### src/rtl/core/bmss_pkg.sv
// shared types and constants of the boyer-moore scan step core
`timescale 1ns / 1ps

package bmss_pkg;

  localparam int unsigned ALPHABET_SIZE = 256;

  localparam int unsigned POS_W   = 25;
  localparam int unsigned LEN_W   = 24;
  localparam int unsigned PLEN_W  = 7;
  localparam int unsigned BYTE_W  = 8;
  localparam int unsigned CNT_W   = 32;
  localparam int unsigned CMP_W   = 64;
  localparam int unsigned REQ_W   = 3;

  // request codes
  localparam logic [REQ_W-1:0] REQ_LOAD_PAT   = 3'd0;
  localparam logic [REQ_W-1:0] REQ_LOAD_SKIP  = 3'd1;
  localparam logic [REQ_W-1:0] REQ_LOAD_SHIFT = 3'd2;
  localparam logic [REQ_W-1:0] REQ_START      = 3'd3;
  localparam logic [REQ_W-1:0] REQ_SCAN       = 3'd4;

  // configuration register indexes
  localparam logic CFG_PATTERN_LENGTH = 1'b0;
  localparam logic CFG_TEXT_LENGTH    = 1'b1;

  typedef struct packed {
    logic [POS_W-1:0]  text_pos;
    logic [PLEN_W-1:0] pat_pos;
    logic [CNT_W-1:0]  match_cnt;
  } bmss_state_t;

  typedef struct packed {
    logic              compared;
    logic              found;
    logic [LEN_W-1:0]  where;
  } bmss_event_t;

endpackage

### src/rtl/core/bmss_if.sv
// valid/ready channel interfaces for request and result items
`timescale 1ns / 1ps

interface bmss_req_if
  import bmss_pkg::*;
();
  logic              valid;
  logic              ready;
  logic [REQ_W-1:0]  req_type;
  logic [BYTE_W-1:0] entry_index;
  logic [BYTE_W-1:0] entry_value;
  logic [BYTE_W-1:0] text_byte;

  modport source (output valid, req_type, entry_index, entry_value, text_byte,
                  input ready);
  modport sink   (input valid, req_type, entry_index, entry_value, text_byte,
                  output ready);
endinterface

interface bmss_res_if
  import bmss_pkg::*;
();
  logic              valid;
  logic              ready;
  logic [POS_W-1:0]  next_index;
  logic              match_found;
  logic [LEN_W-1:0]  match_position;
  logic [PLEN_W-1:0] pattern_index;
  logic [CNT_W-1:0]  matches_total;
  logic              scan_done;

  modport source (output valid, next_index, match_found, match_position,
                  pattern_index, matches_total, scan_done, input ready);
  modport sink   (input valid, next_index, match_found, match_position,
                  pattern_index, matches_total, scan_done, output ready);
endinterface

### src/rtl/core/bmss_ram.sv
// generic synchronous ram, one write port with byte enables, registered read
`timescale 1ns / 1ps

module bmss_ram #(
  parameter int unsigned WIDTH = 8,
  parameter int unsigned DEPTH = 64
) (
  input  logic                     clk_i,
  input  logic                     we_i,
  input  logic [WIDTH/8-1:0]       be_i,
  input  logic [$clog2(DEPTH)-1:0] waddr_i,
  input  logic [WIDTH-1:0]         wdata_i,
  input  logic                     re_i,
  input  logic [$clog2(DEPTH)-1:0] raddr_i,
  output logic [WIDTH-1:0]         rdata_o
);

  localparam int unsigned NBYTES = WIDTH / 8;

  logic [WIDTH-1:0] mem_q [DEPTH];
  logic [WIDTH-1:0] rdata_q;

  always_ff @(posedge clk_i) begin
    if (we_i) begin
      for (int b = 0; b < NBYTES; b++) begin
        if (be_i[b]) begin
          mem_q[waddr_i][b*8 +: 8] <= wdata_i[b*8 +: 8];
        end
      end
    end
    if (re_i) begin
      rdata_q <= mem_q[raddr_i];
    end
  end

  assign rdata_o = rdata_q;

endmodule

### src/rtl/core/bmss_step.sv
// next-state logic of one start or scan item
`timescale 1ns / 1ps

module bmss_step
  import bmss_pkg::*;
(
  input  bmss_state_t       cur_i,
  input  logic              is_start_i,
  input  logic              is_scan_i,
  input  logic [PLEN_W-1:0] eff_len_i,
  input  logic [LEN_W-1:0]  text_len_i,
  input  logic [BYTE_W-1:0] text_byte_i,
  input  logic [BYTE_W-1:0] pat_byte_i,
  input  logic [BYTE_W-1:0] shift_i,
  input  logic [BYTE_W-1:0] skip_i,
  output bmss_state_t       nxt_o,
  output bmss_event_t       evt_o
);

  logic              done;
  logic [POS_W-1:0]  pd;
  logic [PLEN_W-1:0] p;
  logic              eq;
  logic [BYTE_W-1:0] jump;

  assign done = cur_i.text_pos > {1'b0, text_len_i};
  assign pd   = cur_i.text_pos - POS_W'(1);
  assign p    = cur_i.pat_pos - PLEN_W'(1);
  assign eq   = text_byte_i == pat_byte_i;
  assign jump = (shift_i > skip_i) ? shift_i : skip_i;

  always_comb begin
    nxt_o = cur_i;
    evt_o = '0;
    if (is_start_i) begin
      nxt_o.text_pos = POS_W'(eff_len_i);
      nxt_o.pat_pos  = eff_len_i;
    end else if (is_scan_i && (cur_i.pat_pos != '0) && !done) begin
      evt_o.compared = 1'b1;
      if (eq && (p != '0)) begin
        nxt_o.text_pos = pd;
        nxt_o.pat_pos  = p;
      end else begin
        nxt_o.text_pos = pd + POS_W'(jump);
        nxt_o.pat_pos  = eff_len_i;
        if (eq) begin
          evt_o.found = 1'b1;
          evt_o.where = pd[LEN_W-1:0];
          if (cur_i.match_cnt != '1) begin
            nxt_o.match_cnt = cur_i.match_cnt + CNT_W'(1);
          end
        end
      end
    end
  end

endmodule

### src/rtl/core/boyer_moore_scan_step_core.sv
// top level of the boyer-moore scan step core
`timescale 1ns / 1ps

// channel   dir  handshake        payload
// in_i      in   valid / ready    req_type, entry_index, entry_value, text_byte
// out_o     out  valid / ready    next_index, match_found, match_position,
//                                 pattern_index, matches_total, scan_done
// cfg       in   cfg_we_i         cfg_index_i, cfg_data_i (no read-back)
//
// a load writes its table entry at the accept edge; for a scan item that edge
// issues the ram reads (pattern byte and good-suffix entry at the pattern index,
// bad-character entry at the text byte) and a later edge, once the output
// register is free, applies the registered read data
// one item is in flight at a time; a new item is taken only after it finishes
// a finished result waits in the output register while the next item is taken;
// a full output register holds the item in flight
// reset clears position, pattern index and counters; the rams are not cleared

module boyer_moore_scan_step_core
  import bmss_pkg::*;
#(
  parameter int unsigned MAX_PATTERN = 64
) (
  input  logic            clk_i,
  input  logic            rst_ni,
  bmss_req_if.sink        in_i,
  bmss_res_if.source      out_o,
  input  logic            cfg_we_i,
  input  logic            cfg_index_i,
  input  logic [LEN_W-1:0] cfg_data_i
);

  localparam int unsigned AW = $clog2(MAX_PATTERN);
  localparam int unsigned BW = $clog2(ALPHABET_SIZE);

  // configuration
  logic [PLEN_W-1:0] pat_len_q;
  logic [LEN_W-1:0]  text_len_q;
  logic [PLEN_W-1:0] eff_len;

  // scan state
  bmss_state_t       st_q, st_d;
  bmss_event_t       evt;
  logic [CMP_W-1:0]  cmp_cnt_q;

  // item in flight
  logic              busy_q;
  logic [REQ_W-1:0]  req_q;
  logic [BYTE_W-1:0] tb_q;

  // output register
  logic              out_valid_q;
  logic [POS_W-1:0]  next_index_q;
  logic              found_q;
  logic [LEN_W-1:0]  where_q;
  logic [PLEN_W-1:0] pidx_q;
  logic [CNT_W-1:0]  total_q;
  logic              done_q;

  logic              accept;
  logic              finish;
  logic              in_range;
  logic              wr_pat, wr_shift, wr_skip;
  logic [AW-1:0]     pg_raddr;
  logic [2*BYTE_W-1:0] pg_rdata;
  logic [BYTE_W-1:0] bc_rdata;
  logic [8:0]        idx_ext;

  // pattern length clipped to the store depth
  assign eff_len = ({2'b00, pat_len_q} > 9'(MAX_PATTERN)) ? PLEN_W'(MAX_PATTERN)
                                                          : pat_len_q;

  assign in_i.ready = !busy_q;
  assign accept     = in_i.valid && !busy_q;
  assign finish     = busy_q && (!out_valid_q || out_o.ready);

  // loads write straight away at the accept edge
  assign idx_ext  = {1'b0, in_i.entry_index};
  assign in_range = idx_ext < 9'(MAX_PATTERN);
  assign wr_pat   = accept && (in_i.req_type == REQ_LOAD_PAT) && in_range;
  assign wr_shift = accept && (in_i.req_type == REQ_LOAD_SHIFT) && in_range;
  assign wr_skip  = accept && (in_i.req_type == REQ_LOAD_SKIP);

  // pattern index stays put until the item in flight finishes
  assign pg_raddr = AW'(st_q.pat_pos - PLEN_W'(1));

  // low byte pattern, high byte good-suffix shift
  bmss_ram #(
    .WIDTH (2*BYTE_W),
    .DEPTH (MAX_PATTERN)
  ) u_pat_gs_ram (
    .clk_i   (clk_i),
    .we_i    (wr_pat || wr_shift),
    .be_i    ({wr_shift, wr_pat}),
    .waddr_i (AW'(in_i.entry_index)),
    .wdata_i ({in_i.entry_value, in_i.entry_value}),
    .re_i    (accept && (in_i.req_type == REQ_SCAN)),
    .raddr_i (pg_raddr),
    .rdata_o (pg_rdata)
  );

  bmss_ram #(
    .WIDTH (BYTE_W),
    .DEPTH (ALPHABET_SIZE)
  ) u_bc_ram (
    .clk_i   (clk_i),
    .we_i    (wr_skip),
    .be_i    (1'b1),
    .waddr_i (BW'(in_i.entry_index)),
    .wdata_i (in_i.entry_value),
    .re_i    (accept && (in_i.req_type == REQ_SCAN)),
    .raddr_i (BW'(in_i.text_byte)),
    .rdata_o (bc_rdata)
  );

  bmss_step u_step (
    .cur_i       (st_q),
    .is_start_i  (req_q == REQ_START),
    .is_scan_i   (req_q == REQ_SCAN),
    .eff_len_i   (eff_len),
    .text_len_i  (text_len_q),
    .text_byte_i (tb_q),
    .pat_byte_i  (pg_rdata[BYTE_W-1:0]),
    .shift_i     (pg_rdata[2*BYTE_W-1:BYTE_W]),
    .skip_i      (bc_rdata),
    .nxt_o       (st_d),
    .evt_o       (evt)
  );

  // configuration writes
  always_ff @(posedge clk_i or negedge rst_ni) begin
    if (!rst_ni) begin
      pat_len_q  <= PLEN_W'(1);
      text_len_q <= '0;
    end else if (cfg_we_i) begin
      case (cfg_index_i)
        CFG_PATTERN_LENGTH: pat_len_q  <= cfg_data_i[PLEN_W-1:0];
        CFG_TEXT_LENGTH:    text_len_q <= cfg_data_i;
        default: ;
      endcase
    end
  end

  // control and state
  always_ff @(posedge clk_i or negedge rst_ni) begin
    if (!rst_ni) begin
      busy_q      <= 1'b0;
      out_valid_q <= 1'b0;
      st_q        <= '0;
      cmp_cnt_q   <= '0;
    end else begin
      if (accept) begin
        busy_q <= 1'b1;
      end else if (finish) begin
        busy_q <= 1'b0;
      end
      if (finish) begin
        out_valid_q <= 1'b1;
        st_q        <= st_d;
        if (evt.compared) begin
          cmp_cnt_q <= cmp_cnt_q + CMP_W'(1);
        end
      end else if (out_o.ready) begin
        out_valid_q <= 1'b0;
      end
    end
  end

  // payload of the item in flight and of the result
  always_ff @(posedge clk_i) begin
    if (accept) begin
      req_q <= in_i.req_type;
      tb_q  <= in_i.text_byte;
    end
    if (finish) begin
      next_index_q <= st_d.text_pos - POS_W'(1);
      found_q      <= evt.found;
      where_q      <= evt.where;
      pidx_q       <= st_d.pat_pos;
      total_q      <= st_d.match_cnt;
      done_q       <= st_d.text_pos > {1'b0, text_len_q};
    end
  end

  assign out_o.valid          = out_valid_q;
  assign out_o.next_index     = next_index_q;
  assign out_o.match_found    = found_q;
  assign out_o.match_position = where_q;
  assign out_o.pattern_index  = pidx_q;
  assign out_o.matches_total  = total_q;
  assign out_o.scan_done      = done_q;

endmodule
### src/flat_wrapper.sv
// flat-port wrapper written by rule: the top's interface ports become plain ports
module boyer_moore_scan_step_core_flat import bmss_pkg::*;
#(
  parameter int unsigned MAX_PATTERN = 64
)
  (clk_i, rst_ni, cfg_we_i, cfg_index_i, cfg_data_i, in_i_valid, in_i_req_type, in_i_entry_index, in_i_entry_value, in_i_text_byte, in_i_ready, out_o_valid, out_o_next_index, out_o_match_found, out_o_match_position, out_o_pattern_index, out_o_matches_total, out_o_scan_done, out_o_ready);
  bmss_req_if in_i_i ();
  bmss_res_if out_o_i ();
  input  logic clk_i;
  input  logic rst_ni;
  input  logic cfg_we_i;
  input  logic cfg_index_i;
  input  logic [LEN_W-1:0] cfg_data_i;
  input wire logic [$bits(in_i_i.valid)-1:0] in_i_valid;
  input wire logic [$bits(in_i_i.req_type)-1:0] in_i_req_type;
  input wire logic [$bits(in_i_i.entry_index)-1:0] in_i_entry_index;
  input wire logic [$bits(in_i_i.entry_value)-1:0] in_i_entry_value;
  input wire logic [$bits(in_i_i.text_byte)-1:0] in_i_text_byte;
  output wire logic [$bits(in_i_i.ready)-1:0] in_i_ready;
  output wire logic [$bits(out_o_i.valid)-1:0] out_o_valid;
  output wire logic [$bits(out_o_i.next_index)-1:0] out_o_next_index;
  output wire logic [$bits(out_o_i.match_found)-1:0] out_o_match_found;
  output wire logic [$bits(out_o_i.match_position)-1:0] out_o_match_position;
  output wire logic [$bits(out_o_i.pattern_index)-1:0] out_o_pattern_index;
  output wire logic [$bits(out_o_i.matches_total)-1:0] out_o_matches_total;
  output wire logic [$bits(out_o_i.scan_done)-1:0] out_o_scan_done;
  input wire logic [$bits(out_o_i.ready)-1:0] out_o_ready;
  assign in_i_i.valid = in_i_valid;
  assign in_i_i.req_type = in_i_req_type;
  assign in_i_i.entry_index = in_i_entry_index;
  assign in_i_i.entry_value = in_i_entry_value;
  assign in_i_i.text_byte = in_i_text_byte;
  assign in_i_ready = in_i_i.ready;
  assign out_o_valid = out_o_i.valid;
  assign out_o_next_index = out_o_i.next_index;
  assign out_o_match_found = out_o_i.match_found;
  assign out_o_match_position = out_o_i.match_position;
  assign out_o_pattern_index = out_o_i.pattern_index;
  assign out_o_matches_total = out_o_i.matches_total;
  assign out_o_scan_done = out_o_i.scan_done;
  assign out_o_i.ready = out_o_ready;
  boyer_moore_scan_step_core #(.MAX_PATTERN(MAX_PATTERN)) u_core (.clk_i(clk_i), .rst_ni(rst_ni), .in_i(in_i_i), .out_o(out_o_i), .cfg_we_i(cfg_we_i), .cfg_index_i(cfg_index_i), .cfg_data_i(cfg_data_i));
endmodule
### config.mk
export PLATFORM = sky130hd
export DESIGN_NAME = boyer_moore_scan_step_core_flat
export DESIGN_NICKNAME = d
export VERILOG_FILES = /design/src/rtl/core/bmss_pkg.sv /design/src/rtl/core/bmss_if.sv /design/src/rtl/core/bmss_ram.sv /design/src/rtl/core/bmss_step.sv /design/src/rtl/core/boyer_moore_scan_step_core.sv /design/src/flat_wrapper.sv
export SDC_FILE = /design/constraint.sdc
export NUM_CORES = 2
export LEC_CHECK = 0
export BUFFER_PORTS_ARGS = -buffer_cell sky130_fd_sc_hd__buf_2
export CAP_MARGIN = 20
export CORE_UTILIZATION = 35
export CTS_BUF_LIST = sky130_fd_sc_hd__clkbuf_4
export DETAILED_ROUTE_END_ITERATION = 16
export PLACE_DENSITY = 0.46
export SLEW_MARGIN = 20
export SYNTH_ARGS = -nofsm -noshare
export SYNTH_HDL_FRONTEND = slang
export SYNTH_HIERARCHICAL = 1
export SYNTH_SLANG_ARGS = --single-unit
export TNS_END_PERCENT = 10
### constraint.sdc
create_clock -name clk_i -period 7.35 [get_ports clk_i]
set_input_delay 0.735 -clock clk_i [delete_from_list [all_inputs] [get_ports clk_i]]
set_output_delay 0.735 -clock clk_i [all_outputs]
set_load 0.02 [all_outputs]
* Word-level counts from Yosys, hierarchy flattened
Memories as Yosys holds them, arrays and structs flattened. A register that Yosys moved wholly into a read port is not among the register bits.
Cells that the tools add are included.
** Operators by class
- $add $sub $neg :: 5
- $lt $le $gt $ge :: 5
- Equality and inequality tests :: 7
- Mux-type cells :: 22
- Bitwise gates (word level) :: 3
- Reduce and logical (&&, ||, !) cells :: 25
** Operators by type and width (number)
- 32-bit two-way mux :: 6
- 64-bit two-way mux :: 1
- 25-bit by 24-bit greater-than comparator with 1-bit output :: 2
- 25-bit by 1-bit subtractor with 25-bit output, second input constant :: 2
- 32-bit by 1-bit adder with 32-bit output, second input constant :: 1
- 32-bit inequality test, second input constant :: 1
- 25-bit by 8-bit adder with 25-bit output :: 1
- 25-bit two-way mux :: 1
- 7-bit nonzero test :: 2
- 1-bit two-way mux :: 12
- 1-bit logical AND :: 11
- 8-bit == test :: 1
- 8-bit greater-than comparator :: 1
- 8-bit by 7-bit less-than comparator with 1-bit output, second input constant :: 1
- 8-bit two-way mux :: 1
- 7-bit greater-than comparator, second input constant :: 1
- 7-bit two-way mux :: 1
- 7-bit by 1-bit subtractor with 7-bit output, second input constant :: 1
- 3-bit by 2-bit == test with 1-bit output, second input constant :: 2
- 3-bit == test, second input constant :: 2
- 2-bit AND reduction :: 2
- 2-bit nonzero test :: 2
- 4-bit OR reduction :: 1
- 3-bit by 1-bit == test with 1-bit output, second input constant :: 1
- 5 further kinds :: 10
** Storage, ports and cells
- Flip-flop bits (word level) :: 198
- Bits in writable memories :: 3072
- Bits of input ports :: 57
- Output and inout port bits :: 92
- Word-level logic and storage cells :: 84
- Memories :: 2
** Memories
- u_core.u_bc_ram.mem_q :: words 256, bits a word 8, rd ports 1, clocked after memory_dff 1, write ports 1, line bmss_ram.sv:20 : logic [WIDTH-1:0] mem_q [DEPTH];
- u_core.u_pat_gs_ram.mem_q :: words 64, bits a word 16, rd ports 1, clocked after memory_dff 1, write ports 1, line bmss_ram.sv:20

* Depth between registers and ports, before layout
- Depth after elaboration :: 7
- Depth in mapped cells :: 27
- Depth with buffers taken out :: 26

* Cells and area by module
The synthesis kept the hierarchy.
** By module, submodules not included
- bmss_ram at u_core.u_bc_ram :: instances 1, cells an instance 3762, area an instance 79945.4 um^2, seq. area each 61739.2 um^2
- bmss_ram at u_core.u_pat_gs_ram :: instances 1, cells an instance 1906, area an instance 40481.3 um^2, seq. area each 31230.0 um^2
- boyer_moore_scan_step_core :: instances 1, cells an instance 495, area an instance 7825.0 um^2, seq. area each 5461.5 um^2
- bmss_step :: instances 1, cells an instance 626, area an instance 4052.6 um^2, seq. area each 0.0 um^2

* Least setup slack after synthesis
Ideal clock, no wire load.
- Path type :: register to register
- Start point :: reg u_core.u_pat_gs_ram.rdata_q[9] (netlist: u_core/u_pat_gs_ram/rdata_o[9]), read port of u_core.u_pat_gs_ram.mem_q
- End point :: reg u_core.done_q (netlist: u_core/out_o.scan_done) (data pin)
- Setup time :: 152 ps
- Arrival :: 5840 ps
- Data required time :: 7198 ps
- Path slack :: 1359 ps
- Stages on the path, launching flop included :: 26
- Buffers on the path :: 1
- Clock period less this slack :: 5991 ps
- Path through :: edfxtp_1 > ha_1 > nor2b_1 > o21a_1 > o21ai_0 > nand2b_1 > a21oi_1 > o21ai_0 > o21ai_1 > mux2_2 > ha_1 > o21ai_0 > o21bai_1 > a211oi_1 > or4_1 > buf_2 > nor3_1 > or4bb_1 > mux2i_1 > mux2_1 > ha_1 > nand4b_1 > nor4_1 > o21ai_0 > o221a_2 > a31oi_1
** RTL lines
- from (decl) :: line bmss_ram.sv:21 : logic [WIDTH-1:0] rdata_q;
- to (signal assigned) :: line boyer_moore_scan_step_core.sv:181 : done_q <= st_d.text_pos > {1'b0, text_len_q};
- to (decl) :: line boyer_moore_scan_step_core.sv:58 : logic done_q;

==> metrics.md <==
| Metric | Value |
|---|---|
| Outcome | `finished clean` |
| Row count | `225` |
| Final Hold Vio Count | `0` |
| Origin of the critical flop-to-flop path | `u_core/u_pat_gs_ram/rdata_o[9]$_DFFE_PP_` |
| CTS buffer count | `852` |
| Worst rel slew slack | `0.185` |
| NumNets Final | `7815` |
| Commonest non-fill, non-tap cell in the layout | `edfxtp_1` |
| Setup Crit Path Kind | `reg2reg` |
| Post-synthesis sequential area ratio | `0.744` |
| Antenna violations before repair | `22` |
| Final Cycle Share | `0.900` |
| Async SR Flop Fraction | `0.0294` |
| Synth cell types | `97` |
| Crit-path max cell delay | `580 ps` |
| Buffers and inverters on the worst path | `0` |
| Vias | `70900` |
| Max Cap Viol | `0` |
| Area leader, netlist | `edfxtp_1` |
| Leak | `49.3 nW` |
| Post-cts resize count | `0` |
| Mapped Cells | `6789` |
| DRT Wirelength | `377000 µm` |
| Placed Instances | `11700` |
| DIE WIDTH | `617 µm` |
| Commonest non-fill, non-tap cells in the layout | `3197 x edfxtp_1, 1237 x clkbuf_4, 607 x mux4_2` |
| Via density | `5.32` |
| Filler Cell Count | `34100` |
| Post-synth top area share | `0.726` |
| GR Util All Layers | `0.195` |
| Cells along the critical path | `ha_1, nor2b_1, o21a_1, o21ai_0, nand2b_1, a21oi_1, o21ai_0, o21ai_1, mux2_2, ha_1, o21ai_0, o21bai_1, a211oi_1, or4_1, nor3_1, or4bb_1, mux2i_1, mux2_1, ha_1, nand4b_1, nor4_1, o21ai_0, o221a_2, a31oi_1` |
| Tmin final | `6620 ps` |
| Drt wl/cell | `28.3 µm` |
| Chip Height | `617 µm` |
| Dpl hpwl | `233000 µm` |
| Worst Hold Depth | `2` |
| RR Endpoint | `u_core/out_o.scan_done$_DFFE_PP_` |
| PwrDens | `315 nW/µm²` |
| Most used cell, CP | `o21ai_0` |
| Crit-path max FO | `6` |
| RSZ-0062 raised after global routing | `no` |
| Number of synthesized flops with an enable pin | `3197` |
| Io pins | `149` |
| R2R Setup Slk | `730 ps` |
| Vias in the first global route | `72800` |
| Post-CTS Setup Bufs | `0` |
| Mapped cell area | `132000 µm²` |
| Skew final | `72.8 ps` |
| DP Area | `139000 µm²` |
| CTS clock-pin slew for the worst setup and hold paths | `70 ps` |
| Grt ovf | `0` |
| Syn Area/Cell | `19.5 µm²` |
| Worst Setup SP | `u_core/u_pat_gs_ram/rdata_o[9]$_DFFE_PP_` |
| Worst skew pair latency | `1600 ps` |
| Clock root buffer | `clkbuf_4` |
| Seq cells post-synth | `3294` |
| IO buf count | `148` |
| DRC | `0` |
| Worst Hold Endpoint | `u_core/u_pat_gs_ram/mem_q[12][3]$_DFFE_PP_` |
| Area grow syn2layout | `13.8%` |
| Largest net degree at the start of global routing | `176` |
| Setup_tns | `0 ps` |
| Total power | `47.5 mW` |
| Sink Count | `3294` |
| Crit. End Element | `flop` |
| Share of cells above drive strength 1 | `0.298` |
| Max VDD drop | `0.252 mV` |
| Core Util, Final | `0.401` |
| Setup crit start kind | `flop` |
| Finished Cell Area | `151000 µm²` |
| Synth warn | `6` |
| Worst R2R Path Depth | `24` |
| Antenna Nets Post-Route | `0` |
| DRT iter0 DRCs | `5787` |
| Number of detailed-route iterations in the first pass | `5` |
| Hold Worst Slack | `271 ps` |
| Hold Path Class | `in2reg` |
| Max Fclk | `151 MHz` |
| Worst min-delay path startpoint | `in_i_entry_value[3]` |
| Setup violators final | `0` |
| First-pass GRT wire length | `537000 µm` |
| Post-Syn Nets | `6917` |
| Max Slew Vio Count | `0` |
| Crit path max-delay cell type | `or4_1` |
| Required time worst endpoint | `8750 ps` |
| Fin cells | `13300` |
| Worst EP arrival | `8010 ps` |
| Worst path top cell family by delay | `simple AND/OR/NAND/NOR gates` |
| DP Worst Slack | `697 ps` |
| Worst Max-Slew Pin Slew | `1220 ps` |
| RePlAce Congestion | `0.815` |
| Starting Density | `0.352` |
| Clock Tree Buf Depth | `4` |
| Full die area | `380000 µm²` |
| H-tree lvl count | `6` |
| CTS tree | `built` |
| Area contributors post-synth | `edfxtp_1 73%, mux4_2 10%, mux2i_1 1.9%` |
| Ys flop type | `edfxtp_1` |
| Setup ws final | `734 ps` |
| Area of the core | `376000 µm²` |
sequential cells by signal (all words and copies together) (netlist names), 16 cells and up:
signal / flops
u_core/out_o.next_index: 25
u_core/st_q: 64
u_core/out_o.matches_total: 32
u_core/u_pat_gs_ram/rdata_o: 16
u_core/text_len_q: 24
u_core/u_pat_gs_ram/mem_q: 1024
u_core/out_o.match_position: 24
u_core/u_bc_ram/mem_q: 2048
synthesized netlist by cell type (11+ instances only):
master / number
nand3_1: 75
mux2_2: 130
clkbuf_1: 160
nor2_1: 508
o21ai_0: 58
a211oi_1: 36
o211ai_1: 19
buf_12: 16
xor2_1: 39
nand4_1: 45
and2_1: 14
a311oi_1: 12
a21oi_1: 140
a22oi_1: 178
nand2_1: 189
xnor2_1: 58
buf_2: 70
nor2b_1: 69
mux4_2: 607
o221ai_1: 42
edfxtp_1: 3197
o22ai_1: 46
nand3b_1: 11
a211o_1: 20
a22o_1: 22
buf_6: 42
ha_1: 70
dfrtp_1: 96
a221oi_1: 29
mux2i_1: 245
nand2b_1: 17
buf_4: 38
nor3_1: 56
mux4_1: 59
buf_1: 32
nor4_1: 36
or4_1: 11
or3_1: 21
buf_8: 15
inv_1: 87
worst register-to-register path: cells and delay by family, from the launching register on:
| family | cells | cell delay [ps] |
|---|---|---|
| AOI/OAI and AO/OA | 11 | 1860 |
| adders and majority gates | 3 | 1000 |
| DFF | 1 | 400 |
| muxes | 3 | 1060 |
| and+or+nand+nor | 7 | 2130 |
worst max-delay path by stage:
stage                                                  end  slack [ps]  cells past startpoint
after floorplan           u_core/out_o.scan_done$_DFFE_PP_        1360                     25
after global placement    u_core/out_o.scan_done$_DFFE_PP_         680                     25
after detailed placement  u_core/out_o.scan_done$_DFFE_PP_         700                     24
after CTS                 u_core/out_o.scan_done$_DFFE_PP_         700                     24
after global routing      u_core/out_o.scan_done$_DFFE_PP_         220                     24
final                     u_core/out_o.scan_done$_DFFE_PP_         730                     24
layout make-up:
type	instances	area [µm²]	area share
antenna	13	32.5	0.000216
clock buffer	1237	9290	0.0617
tap	4994	6250	0.0415
multi-input combinational	3025	31300	0.208
timing repair buffer	427	3490	0.0232
sequential	3294	98400	0.654
inverter	87	342	0.00227
clock inverter	241	1410	0.00934
cells by family (layout without fill, tap and decap cells):
logic type               Yosys count  after routing  share of synthesized area
AO/OA/AOI/OAI                    687            687                     0.0364
other                              1             14                  0.0000283
multiplexers                    1042           1042                      0.145
adder cells (fa/ha/maj)           71             71                    0.00677
flip-flops                      3294           3294                      0.744
buffers and inverters            470           1992                     0.0211
AND/OR/NAND/NOR                 1127           1127                     0.0406
XOR/XNOR                          97             97                    0.00642
power by group:
group          switching (mW)  internal [mW]  total [mW]  leakage, nW
registers               0.297           21.1        21.4         30.1
clock network            7.46           8.10        15.6         6.33
logic                    6.79           3.78        10.6         13.0
total                    14.5           33.0        47.5         49.3
routing by layer:
metal	wire, µm	share of wire	vias to the layer above	global-route usage
met5	39	0.00010	-	0
met4	8600	0.023	8	0.0542
met3	21800	0.058	537	0.0355
met2	180000	0.48	2272	0.313
met1	167000	0.44	37800	0.272
li1	-	-	30300	-
timing repair:
item,4_1_cts,5_1_grt
hold buffers,86,1
endpoints found under the setup margin,0,0
endpoints found under the hold margin,1833,24
(Power assumes the default switching activity.)
